<file path="src/qvr_pkg.sv">
// qvr_pkg: shared constants and types for the quaternion vector rotator.
// No dependencies; imported by every module under src.
package qvr_pkg;

    // default widths
    localparam int QVR_VEC_BITS       = 16;
    localparam int QVR_QUAT_FRAC_BITS = 14;
    localparam int QVR_OUT_BITS       = 17;
    localparam int QVR_QUEUE_DEPTH    = 4;

    // quaternion product slots carried from front to back
    localparam int NUM_PROD = 9;
    localparam int IDX_II   = 0;
    localparam int IDX_JJ   = 1;
    localparam int IDX_KK   = 2;
    localparam int IDX_IJ   = 3;
    localparam int IDX_IK   = 4;
    localparam int IDX_JK   = 5;
    localparam int IDX_IR   = 6;
    localparam int IDX_JR   = 7;
    localparam int IDX_KR   = 8;

    // queue status seen by both neighbors
    typedef struct packed {
        logic full;
        logic empty;
    } qvr_qstat_t;

endpackage

</file>
<file path="src/qvr_queue.sv">
// qvr_queue: short FIFO between the product front and the matrix back end.
// Depends on qvr_pkg for the status struct and the default depth.
module qvr_queue
    import qvr_pkg::*;
#(
    parameter int DW    = 8,
    parameter int DEPTH = QVR_QUEUE_DEPTH,
    localparam int PTRW = (DEPTH > 1) ? $clog2(DEPTH) : 1,
    localparam int CNTW = $clog2(DEPTH + 1)
)
(
    input  logic          clk,
    input  logic          rst_n,
    input  logic          push,
    input  logic [DW-1:0] wr_data,
    input  logic          pop,
    output logic [DW-1:0] rd_data,
    output qvr_qstat_t    stat
);

    logic [DW-1:0]   store_reg [DEPTH];
    logic [PTRW-1:0] wr_ptr_reg;
    logic [PTRW-1:0] wr_ptr_next;
    logic [PTRW-1:0] rd_ptr_reg;
    logic [PTRW-1:0] rd_ptr_next;
    logic [CNTW-1:0] count_reg;
    logic [CNTW-1:0] count_next;

    assign stat.full  = (count_reg == CNTW'(DEPTH));
    assign stat.empty = (count_reg == '0);
    assign rd_data    = store_reg[rd_ptr_reg];

    // pointer wrap and occupancy
    always_comb
    begin
        wr_ptr_next = wr_ptr_reg;
        rd_ptr_next = rd_ptr_reg;
        count_next  = count_reg;
        if (push)
        begin
            wr_ptr_next = (wr_ptr_reg == PTRW'(DEPTH - 1)) ? '0 : wr_ptr_reg + PTRW'(1);
        end
        if (pop)
        begin
            rd_ptr_next = (rd_ptr_reg == PTRW'(DEPTH - 1)) ? '0 : rd_ptr_reg + PTRW'(1);
        end
        if (push && !pop)
        begin
            count_next = count_reg + CNTW'(1);
        end
        else if (pop && !push)
        begin
            count_next = count_reg - CNTW'(1);
        end
    end

    always_ff @(posedge clk or negedge rst_n)
    begin
        if (!rst_n)
        begin
            wr_ptr_reg <= '0;
            rd_ptr_reg <= '0;
            count_reg  <= '0;
        end
        else
        begin
            wr_ptr_reg <= wr_ptr_next;
            rd_ptr_reg <= rd_ptr_next;
            count_reg  <= count_next;
        end
    end

    always_ff @(posedge clk)
    begin
        if (push)
        begin
            store_reg[wr_ptr_reg] <= wr_data;
        end
    end

`ifndef SYNTHESIS
    a_count_bound: assert property (@(posedge clk) disable iff (!rst_n)
        count_reg <= CNTW'(DEPTH))
        else $error("queue occupancy beyond depth");
    a_no_overflow: assert property (@(posedge clk) disable iff (!rst_n)
        !(push && stat.full))
        else $error("push into full queue");
    a_no_underflow: assert property (@(posedge clk) disable iff (!rst_n)
        !(pop && stat.empty))
        else $error("pop from empty queue");
`endif

endmodule

</file>
<file path="config.mk">
export PLATFORM = sky130hd
export DESIGN_NAME = qvr_queue
export DESIGN_NICKNAME = d
export VERILOG_FILES = /design/src/qvr_pkg.sv /design/src/qvr_queue.sv
export SDC_FILE = /design/constraint.sdc
export NUM_CORES = 1
export LEC_CHECK = 0
export ABC_AREA = 1
export BUFFER_PORTS_ARGS = -buffer_cell sky130_fd_sc_hd__buf_2
export CAP_MARGIN = 25
export CORE_AREA = 4 4 64 66
export CTS_CLUSTER_SIZE = 12
export DETAILED_ROUTE_END_ITERATION = 8
export DIE_AREA = 0 0 68 70
export PLACE_DENSITY = 0.71
export SLEW_MARGIN = 20
export SYNTH_ARGS = -nofsm -noshare
export SYNTH_HDL_FRONTEND = slang
export SYNTH_SLANG_ARGS = --single-unit
export TNS_END_PERCENT = 5
</file>
<file path="constraint.sdc">
create_clock -name clk -period 1.2 [get_ports clk]
set_input_delay 0.12 -clock clk [delete_from_list [all_inputs] [get_ports clk]]
set_output_delay 0.12 -clock clk [all_outputs]
set_load 0.02 [all_outputs]
</file>
==> impl_results.rst <==
.. list-table::
   :header-rows: 1

   * - Metric
     - Value
   * - Largest voltage drop on the vdd net
     - 0.000941 V
   * - Final Instance Area
     - about 0.0022 mm2
   * - Share of synthesized area occupied by flip-flops and latches
     - 66.6%
   * - Die extent in x
     - approximately 68 um
   * - Synthesized flop and latch total
     - 39
   * - Layout cell share with drive strength beyond 1
     - ~28%
   * - Number of setup violations in the final report
     - 11
   * - Share of the cycle needed by the critical path after routing
     - 125%
   * - Cell area after placement
     - 0.00197 mm2
   * - Post-detailed-route wirelength per cell
     - ~12 um
   * - Max_slew headroom
     - between 80% and 90%
   * - Clk pin slew, worst setup/hold paths
     - 0.11 ns
   * - Post-route clock skew
     - roughly 0.012 ns
   * - Number of antenna violations at the first check in global routing
     - 0
   * - Final number of max-transition violations
     - 0
   * - Unique cell type count in the Yosys netlist
     - 18
   * - Final routed DRC violation total
     - 0
   * - WL final
     - 2970 um
   * - Total number of H-tree levels
     - 2
   * - Total via count after detailed routing
     - about 1,100
   * - Transition time at the pin with the least slew margin
     - 0.192 ns
   * - Overflow left after global routing
     - 0
   * - Violations in the final reports
     - negative setup slack
   * - Area of the die
     - 0.00476 mm2
   * - Post-synthesis instance area
     - 0.00171 mm2
   * - Time the worst path needs with I/O delays and setup
     - 1.50 ns
   * - Most common cell after layout, fill and taps aside
     - sky130_fd_sc_hd__nand2_1
   * - Syn nets
     - 163
   * - Number of rows created at floorplan
     - 22
   * - Max FO, Critical Path
     - 33
   * - Core area
     - 0.00358 mm2
   * - Hold Crit Class
     - input port to flop
   * - Crit path launch type
     - flop
   * - Clock net sink count
     - 39
   * - Number of cells on the worst hold path
     - 3
   * - Power per cell area
     - 2210 mW/mm2
   * - Global routing usage summed across all routing layers
     - 14.7%
   * - Number of buffers inserted by port buffering
     - 21
   * - Crit end category
     - output pin
   * - Unrepaired setup endpoints after global routing
     - true
   * - Wire length of the first global-routing pass
     - a little under 5000 um
   * - Detailed Routing Iterations Pass 1
     - 4
   * - Setup CP Type
     - flop to output pin
   * - Syn avg cell area
     - 11.8 um2
   * - Hold worst-path end
     - rd_ptr_reg[1]$_DFFE_PN0P_
   * - Total power
     - between 4 and 5 mW
   * - Outcome
     - finished with violations
   * - Buffers from clock root to sink, at most
     - 2
   * - Ant. Diodes
     - 0
   * - CTS tree
     - built
   * - Cell at the root of the clock tree
     - sky130_fd_sc_hd__clkbuf_4
   * - # IOs
     - 22
   * - Max reg flops
     - 32
   * - Filler cell count in the final layout
     - 293
   * - Reg-to-reg slack, setup
     - -0.03 ns
   * - Critical R2R Launch
     - count_reg[1]$_DFFE_PN0P_
   * - Via count of the first global-routing pass
     - 1,160
   * - RD Place Congestion
     - 0.705
   * - Placed wire-length estimate after detailed placement
     - 2020 um
   * - Data required time at the worst endpoint
     - 1.08 ns
   * - Syn. warnings
     - 0
   * - Leakage component of the power
     - 0.969 nW
   * - End of the worst register-to-register path
     - count_reg[2]$_DFFE_PN0P_
   * - Height of the die
     - 70 um
   * - Total of max-cap violations
     - 0
   * - Min setup slack post-route
     - -0.303 ns
   * - Post-synthesis instance total
     - 144
   * - 1st-iter DRT viols
     - 33
   * - Later-pin clock latency in the skew report
     - 0.34 ns
   * - Hold path start
     - pop
   * - Maximum number of pins on one net before global-route repair
     - 34
   * - Via count normalized by instance count
     - 4.78
   * - Final-stage net count
     - 208
   * - Effective utilization at floorplan
     - 47.7%
   * - Maximum operating frequency
     - roughly 670 MHz
   * - Number of buffers inserted during clock tree synthesis
     - 5
   * - Area Overhead vs Synth
     - 27.5%
   * - Final hold viol count
     - 0
   * - Antenna viol nets, final
     - 0
   * - Arrival time reported for the critical path endpoint
     - approximately 1.4 ns
   * - Commonest cells after routing, fill and taps aside
     - sky130_fd_sc_hd__nand2_1 (39), sky130_fd_sc_hd__edfxtp_1 (32), sky130_fd_sc_hd__inv_1 (21)
   * - Number of cells traversed by the worst register-to-register path
     - 5
[synthesized netlist by cell type]
cell	count	share of area, %
sky130_fd_sc_hd__a21oi_1	1	0.29
sky130_fd_sc_hd__buf_4	1	0.44
sky130_fd_sc_hd__buf_6	2	1.3
sky130_fd_sc_hd__clkbuf_8	1	0.81
sky130_fd_sc_hd__dfrtp_1	7	10
sky130_fd_sc_hd__edfxtp_1	32	56
sky130_fd_sc_hd__fa_1	1	1.2
sky130_fd_sc_hd__ha_1	6	4.4
sky130_fd_sc_hd__inv_1	27	5.9
sky130_fd_sc_hd__inv_2	2	0.44
sky130_fd_sc_hd__nand2_1	39	8.6
sky130_fd_sc_hd__nand3_1	1	0.29
sky130_fd_sc_hd__nand4_1	1	0.37
sky130_fd_sc_hd__nor3_1	2	0.59
sky130_fd_sc_hd__o211ai_1	16	7.0
sky130_fd_sc_hd__o21ai_0	3	0.88
sky130_fd_sc_hd__o21ai_1	1	0.29
sky130_fd_sc_hd__xnor2_1	1	0.51
[repair_timing]
action | CTS | global route
endpoints found under the hold margin | 39 | 0
setup buffers | 1 | 0
pin swaps | 2 | 0
hold buffers | 9 | 0
gates resized for setup | 10 | 3
endpoints found under the setup margin | 30 | 38
[area by class of cell]
class | count | area [um2] | share of cell area (%)
clock buffers | 5 | 37.5 | 1.73
clock inverters | 3 | 43.8 | 2.01
inverters | 29 | 109 | 5.01
multi-input cells | 72 | 429 | 19.7
flip-flops and latches | 39 | 1140 | 52.4
well taps | 48 | 60.1 | 2.76
repair buffers | 42 | 357 | 16.4
[metrics by stage]
stage	hold WS, ns	setup slack, ns	utilization (%)	setup TNS (ns)	cells
2_1_floorplan	-0.176	0.0465	-	0	144
3_3_place_gp	-0.0377	0.000796	55.2	0	220
6_report	0.0792	-0.303	60.8	-2.50	238
4_1_cts	0.0577	-0.342	60.7	-2.79	238
3_5_place_dp	-0.0291	-0.0947	55.2	-0.392	220
5_1_grt	0.0552	-0.408	60.8	-3.81	238
[worst max-delay path: stages, from the launching register on]
cell	delay, ns
sky130_fd_sc_hd__dfrtp_1	0.41
sky130_fd_sc_hd__inv_2	0.07
sky130_fd_sc_hd__buf_12	0.17
sky130_fd_sc_hd__nand2_1	0.07
sky130_fd_sc_hd__o211ai_1	0.08
sky130_fd_sc_hd__nand2_1	0.08
sky130_fd_sc_hd__buf_2	0.16
[power breakdown]
part	leakage, nW	switching [mW]	internal (mW)	total, mW
sequential	0.376	0.183	1.80	1.99
clock	0.0452	0.409	0.438	0.847
combinational	0.548	1.14	0.824	1.97
[logic make-up after synthesis]
kind of cell,after synthesis,share of synthesized area [%]
and+or+nand+nor,43,9.83
buffers and inverters,33,8.95
adders and majority gates,7,5.58
AOI/OAI and AO/OA,21,8.51
xor gates and xnor gates,1,0.514
DFF,39,66.6
[layer usage]
metal  share of wire (%)  global-route usage (%)  vias to the layer above
li1                    -                       -                      573
met1                  38                    15.4                      534
met2                  56                    25.1                       22
met3                 3.8                    3.86                        8
met4                 2.3                    9.05                        0
met5                   0                       0                        -
[how the worst max path moves through the flow]
| stage | start | to | slack (ns) |
|---|---|---|---|
| 3_5_place_dp | pop | count_reg[2]$_DFFE_PN0P_ | -0.09 |
| 3_3_place_gp | pop | count_reg[2]$_DFFE_PN0P_ | 0.0008 |
| 2_1_floorplan | count_reg[0]$_DFFE_PN0P_ | count_reg[2]$_DFFE_PN0P_ | 0.05 |
| 4_1_cts | rd_ptr_reg[0]$_DFFE_PN0P_ | rd_data[1] | -0.34 |
| 6_report | rd_ptr_reg[0]$_DFFE_PN0P_ | rd_data[1] | -0.30 |
| 5_1_grt | rd_ptr_reg[0]$_DFFE_PN0P_ | rd_data[1] | -0.41 |
No activity file was read; power rests on OpenSTA's default activity.
